### config.mk
export PLATFORM = sky130hd
export DESIGN_NAME = pse_ctrl
export DESIGN_NICKNAME = d
export VERILOG_FILES = /design/src/design/pse_pkg.sv /design/src/design/pse_ctrl.sv
export SDC_FILE = /design/constraint.sdc
export NUM_CORES = 1
export LEC_CHECK = 0
export BUFFER_PORTS_ARGS = -buffer_cell sky130_fd_sc_hd__buf_4
export CELL_PAD_IN_SITES_DETAIL_PLACEMENT = 1
export CELL_PAD_IN_SITES_GLOBAL_PLACEMENT = 1
export CORE_AREA = 5 5 42 44
export DETAILED_ROUTE_END_ITERATION = 10
export DIE_AREA = 0 0 47 49
export PLACE_DENSITY = 0.79
export SYNTH_ARGS = -nofsm -noshare
export SYNTH_HDL_FRONTEND = slang
export SYNTH_SLANG_ARGS = --single-unit
### constraint.sdc
create_clock -name clk -period 1.6 [get_ports clk]
set_clock_uncertainty 0.2 [all_clocks]
set_input_delay 0.24 -clock clk [delete_from_list [all_inputs] [get_ports clk]]
set_output_delay 0.24 -clock clk [all_outputs]
set_load 0.05 [all_outputs]
### src/design/pse_pkg.sv
// Shared constants, codes and control structs for the postfix stack evaluator.
// No dependencies; every other file imports this package.
`timescale 1ns / 1ps

package pse_pkg;

  // Datapath and stack sizing
  localparam int DATA_WIDTH  = 64;
  localparam int STACK_DEPTH = 16;
  localparam int IDX_W       = $clog2(STACK_DEPTH);
  localparam int SP_W        = $clog2(STACK_DEPTH + 1);

  // Fixed field widths of the channels
  localparam int MODE_W   = 4;
  localparam int LIT_W    = 64;
  localparam int DEPTH_W  = 5;
  localparam int STATUS_W = 2;

  typedef logic [DATA_WIDTH-1:0] data_t;
  typedef logic [MODE_W-1:0]     mode_t;
  typedef logic [STATUS_W-1:0]   status_t;

  // Token kinds
  localparam mode_t MODE_LITERAL = 4'd0;
  localparam mode_t MODE_EQ      = 4'd1;
  localparam mode_t MODE_AND     = 4'd2;
  localparam mode_t MODE_OR      = 4'd3;
  localparam mode_t MODE_NOT     = 4'd4;
  localparam mode_t MODE_ADD     = 4'd5;
  localparam mode_t MODE_SUB     = 4'd6;
  localparam mode_t MODE_MUL     = 4'd7;
  localparam mode_t MODE_DIV     = 4'd8;
  localparam mode_t MODE_MOD     = 4'd9;
  localparam mode_t MODE_UNKNOWN = 4'd10;

  // Result status codes
  localparam status_t ST_OK      = 2'd0;
  localparam status_t ST_UNDER   = 2'd1;
  localparam status_t ST_OVER    = 2'd2;
  localparam status_t ST_DIVZERO = 2'd3;

  // Controller to datapath commands
  typedef struct packed {
    logic load;       // capture the accepted token
    logic rd_a;       // read the entry below the top
    logic exec;       // register the single-cycle result
    logic mul_start;
    logic div_start;
    logic take_mul;
    logic take_div;
    logic commit;     // update stack and load the output register
  } cmd_t;

  // Datapath to controller status
  typedef struct packed {
    logic use_mul;
    logic use_div;
    logic mul_done;
    logic div_done;
  } dp_stat_t;

endpackage

### src/design/pse_ctrl.sv
// Evaluator controller: sequences fetch, execute, multiply/divide wait and commit,
// and owns both handshakes. Uses pse_pkg command and status structs.
`timescale 1ns / 1ps

module pse_ctrl import pse_pkg::*; (
  input  logic     clk,
  input  logic     rst,
  input  logic     in_valid,
  output logic     in_ready,
  output logic     out_valid,
  input  logic     out_ready,
  input  dp_stat_t stat,
  output cmd_t     cmd
);

  typedef enum logic [2:0] {
    S_IDLE,
    S_FETCH,
    S_EXEC,
    S_MUL,
    S_DIV,
    S_COMMIT
  } state_t;

  state_t state;
  logic   out_free;

  assign in_ready = (state == S_IDLE);
  assign out_free = !out_valid || out_ready;

  // Decode commands from the state
  always_comb begin
    cmd           = '0;
    cmd.load      = (state == S_IDLE) && in_valid;
    cmd.rd_a      = (state == S_FETCH);
    cmd.exec      = (state == S_EXEC);
    cmd.mul_start = (state == S_EXEC) && stat.use_mul;
    cmd.div_start = (state == S_EXEC) && stat.use_div && !stat.use_mul;
    cmd.take_mul  = (state == S_MUL) && stat.mul_done;
    cmd.take_div  = (state == S_DIV) && stat.div_done;
    cmd.commit    = (state == S_COMMIT) && out_free;
  end

  // Hold state and the output valid flag
  always_ff @(posedge clk) begin
    if (rst) begin
      state     <= S_IDLE;
      out_valid <= 1'b0;
    end else begin
      if (cmd.commit) begin
        out_valid <= 1'b1;
      end else if (out_ready) begin
        out_valid <= 1'b0;
      end
      case (state)
        S_IDLE: begin
          if (in_valid) begin
            state <= S_FETCH;
          end
        end
        S_FETCH: state <= S_EXEC;
        S_EXEC: begin
          if (stat.use_mul) begin
            state <= S_MUL;
          end else if (stat.use_div) begin
            state <= S_DIV;
          end else begin
            state <= S_COMMIT;
          end
        end
        S_MUL: begin
          if (stat.mul_done) begin
            state <= S_COMMIT;
          end
        end
        S_DIV: begin
          if (stat.div_done) begin
            state <= S_COMMIT;
          end
        end
        S_COMMIT: begin
          if (out_free) begin
            state <= S_IDLE;
          end
        end
        default: state <= S_IDLE;
      endcase
    end
  end

endmodule

# ---- After elaboration in Yosys (flattened, before gate mapping)
# Index checks and enable logic that the tools add are counted.
dict set report word_totals {
  ff_bits 4
  inputBits 8
  out_inout_bits 10
  word_cells 33
}
dict set report op_classes {
  eq_ne 9
  mux 9
  reduce_logical 13
}
# cell n
set ops {}
lappend ops {{case mux 3 bit (6 select lines)} 1}
lappend ops {{2-to-1 mux 3 bit} 5}
lappend ops {{!= test 2 bit (second input constant)} 4}
lappend ops {{logical AND 1 bit} 7}
lappend ops {{== test 3 x 2 -> 1 bit (second input constant)} 2}
lappend ops {{== test 3 bit (second input constant)} 2}
lappend ops {{AND reduction 4 bit} 1}
lappend ops {{== test 3 x 1 -> 1 bit (second input constant)} 1}
lappend ops {{logical NOT 3 bit} 1}
lappend ops {{2-to-1 mux 1 bit} 3}
lappend ops {{logical NOT 1 bit} 2}
lappend ops {{nonzero test 2 bit} 1}
lappend ops {{logical OR 1 bit} 1}

# ---- Longest topological paths before layout
dict set report depth {
  word_depth 4
  depth_mapped 4
}

# ---- Worst setup path after synthesis
# No wires, ideal clock.
dict set report synth_timing {
  kind {reg2out}
  from {reg state[0]}
  to {out cmd[7] in the netlist's numbering}
  path_stages_with_launch 4
  slack_ns -0.957
  t_required_ns 1.160
  arrival_time_ns 2.117
  n_path_buf 1
  cell_sequence {dfxtp_1 -> buf_6 -> nor3_1 -> and2_1}
}
# element line_no
set synth_rtl {}
lappend synth_rtl {{start, declared} pse_ctrl.sv:25} ;# state_t state;
lappend synth_rtl {{start signal, assigned} pse_ctrl.sv:47} ;# state <= S_IDLE;
lappend synth_rtl {{start signal, assigned} pse_ctrl.sv:58} ;# state <= S_FETCH;
lappend synth_rtl {{start signal, assigned} pse_ctrl.sv:61} ;# S_FETCH: state <= S_EXEC;
lappend synth_rtl {{end, declared} pse_ctrl.sv:13} ;# output cmd_t cmd

==> flow_metrics.env <==
export IMPL_postSynth_asyncResetShare_pct=0
export IMPL_dp_hpwl_um=836
export IMPL_port_buffers=17
export IMPL_clock_path_buffers=2
export IMPL_gp_congestion=0.787
export IMPL_path_max_fanout=5
export IMPL_finalSetupViolCount=3
export IMPL_final_setup_worst_slack_ps=-13.3
export IMPL_utilization_pct=47.1
export IMPL_via_per_inst=4.88
export IMPL_status="complete, but fails checks"
export IMPL_ys_warn_count=0
export IMPL_start_util_pct=23.6
export IMPL_required_ps=1160
export IMPL_hp_class="input port to flop"
export IMPL_clk_pin_slew_ps=30
export IMPL_period_needed_ps=1610
export IMPL_r2r_cells=5
export IMPL_fill_cells=168
export IMPL_relSlewSlack_pct=80.9
export IMPL_r2r_slack_ps=70
export IMPL_use_met1_pct=13.3
export IMPL_h_tree_depth=1
export IMPL_drc=0
export IMPL_cts_root_buf="clkbuf_4"
export IMPL_fin_tns_setup_ps=-20.8
export IMPL_drive_above_1_share_pct=63.8
export IMPL_busiest_layer="met2"
export IMPL_grt_pass1_vias=437
export IMPL_dp_slack_ps=70.8
export IMPL_die_h_um=49
export IMPL_leakage_nw=0.291
export IMPL_synth_nets=50
export IMPL_start_kind="flop"
export IMPL_row_count=14
export IMPL_seq_area_um2=88.8
export IMPL_whs_endpoint="state[2]"
export IMPL_cts_sinks=4
export IMPL_drt_iter0_markers=0
export IMPL_hold_slack_ps=-0.647
export IMPL_syn_cell_area_um2=330
export IMPL_p_per_area_nw_per_um2=1040
export IMPL_cts_hold_buf=0
export IMPL_wl_mm=1.10
export IMPL_grt_pass1_wl_mm=1.88
export IMPL_antenna_found_initial=0
export IMPL_area_growth_pct=100
export IMPL_max_freq_mhz=620
export IMPL_path_cells="nor3b_4 -> and3b_2 -> buf_8"
export IMPL_r2r_start="state[1]"
export IMPL_cts_inserted_buffers=3
export IMPL_cts_tree="done"
export IMPL_antenna_cells=0
export IMPL_wl_per_cell_um=12.9
export IMPL_tightest_slew_ps=286
export IMPL_fin_crit_sh_pct=101
export IMPL_worstSetupPathType="flop to output port"
export IMPL_die_area_um2=2300
export IMPL_dieWidth_um=47
export IMPL_io_pins=18
export IMPL_use_met2_pct=17.2
export IMPL_postSynthAreaPerCell_um2=7.86
export IMPL_r2r_end="state[0]"
export IMPL_final_nets=79
export IMPL_grt_max_degree=7
export IMPL_first_pass_iters=1
export IMPL_grt_ovfl_total=0
export IMPL_drv_slew=0
export IMPL_hold_start="rst"
export IMPL_cp_slowest_cell="dfxtp_4"
export IMPL_synthFlopType="dfxtp_1"
export IMPL_cp_arrival_ps=1170
export IMPL_ys_seq_area_share_pct=24.2
export IMPL_clk_latency_ps=240
export IMPL_synthCells=42
export IMPL_core_area_um2=1400
export IMPL_failed_checks="hold timing, setup timing"
export IMPL_rsz0062_at_grt="true"
export IMPL_slowest_delay_ps=360
export IMPL_ir_worst_vdd_v=0.000363
export IMPL_cp_end_kind="output port"
export IMPL_ant_nets=0
export IMPL_via_count=415
export IMPL_multi_input_area_um2=263
export IMPL_synth_edff_count=0
export IMPL_hold_depth=2
export IMPL_finalHoldViolations=1
export IMPL_synth_seq_cells=4
export IMPL_ys_types=25
export IMPL_use_met3_pct=1.11
export IMPL_grt_use_total_pct=11.1
export IMPL_drv_cap=0
-- metal layers --
layer  vias to the layer above  part of all wire [%]
met5                         -                     0
met2                        15                    55
li1                        202                     -
met4                         0                   2.1
met1                       195                    36
met3                         3                   6.4
-- layout make-up --
type | count | share of cell area, %
repair buffers | 27 | 38.6
multi-input cells | 32 | 39.8
flip-flops and latches | 4 | 13.4
clock buffers | 3 | 3.41
inverters | 3 | 1.70
well taps | 16 | 3.03
-- cell usage in the layout (no fill, tap or decap), drive strengths merged, types with 2 or more instances in the layout --
master / synthesis / routed
a21oi: 2 / 2
inv: 3 / 3
a22oi: 2 / 2
dfxtp: 4 / 4
buf: 3 / 27
nor2: 5 / 5
nor2b: 3 / 3
nand2: 2 / 2
o32ai: 2 / 2
clkbuf: 0 / 3
nand2b: 3 / 3
and2: 2 / 2
-- Yosys cell counts (2+ instances only) --
| cell type | n | share of area [%] |
|---|---|---|
| nand2b_1 | 3 | 5.7 |
| inv_1 | 3 | 3.4 |
| nor2b_1 | 3 | 5.7 |
| and2_1 | 2 | 3.8 |
| dfxtp_1 | 4 | 24 |
| nand2_1 | 2 | 2.3 |
| nor2_1 | 5 | 5.7 |
| o32ai_1 | 2 | 5.3 |
| a21oi_1 | 2 | 3.0 |
-- cells by family (layout without fill, tap and decap cells) --
kind of cell	after synthesis	in the layout	synth area share, %
buffers and inverters	6	33	10.6
AO/OA/AOI/OAI	10	10	23.5
flip-flops	4	4	24.2
AND/OR/NAND/NOR	22	22	41.7
-- metrics by stage --
stage | power, mW | instance area, um^2 | hold slack, ps | std cells
floorplan | 0.388 | 367 | 109 | 42
global placement | 0.457 | 503 | 253 | 75
detailed placement | 0.464 | 503 | 255 | 75
CTS | 0.671 | 632 | 2.16 | 84
global route | 0.729 | 661 | 7.18 | 85
finish | 0.688 | 661 | -0.647 | 85
-- power breakdown --
part / internal [mW] / total [mW] / leakage, nW / switching [mW]
clock network: 0.0840 / 0.127 / 0.0138 / 0.0425
logic: 0.192 / 0.418 / 0.243 / 0.226
registers: 0.118 / 0.143 / 0.0344 / 0.0257
-- worst max-delay path, delay by kind of cell (launching register included) --
kind                   cells  cell delay (ps)
buffers and inverters      1              140
AND/OR/NAND/NOR            2              440
flip-flops                 1              360
-- sequential cells by signal, indices dropped and copies added, names as in the netlist --
signal     cells
out_valid      1
state          3
-- worst max-delay path by stage --
| stage | from | to | slack (ps) | cells past startpoint |
|---|---|---|---|---|
| finish | state[2] | cmd[3] | -10 | 3 |
| global route | state[2] | cmd[3] | -70 | 3 |
| CTS | state[0] | cmd[3] | -40 | 3 |
| detailed placement | state[2] | cmd[1] | 70 | 3 |
| global placement | state[2] | cmd[1] | 80 | 3 |
| floorplan | state[2] | cmd[3] | -270 | 3 |
-- timing repair --
| action | 4_1_cts | 5_1_grt |
|---|---|---|
| pin swaps | 6 | 5 |
| setup buffers | 6 | 1 |
| gates resized for setup | 18 | 5 |
| setup endpoints to repair | 9 | 8 |
Power figures use the tool's default switching activity.
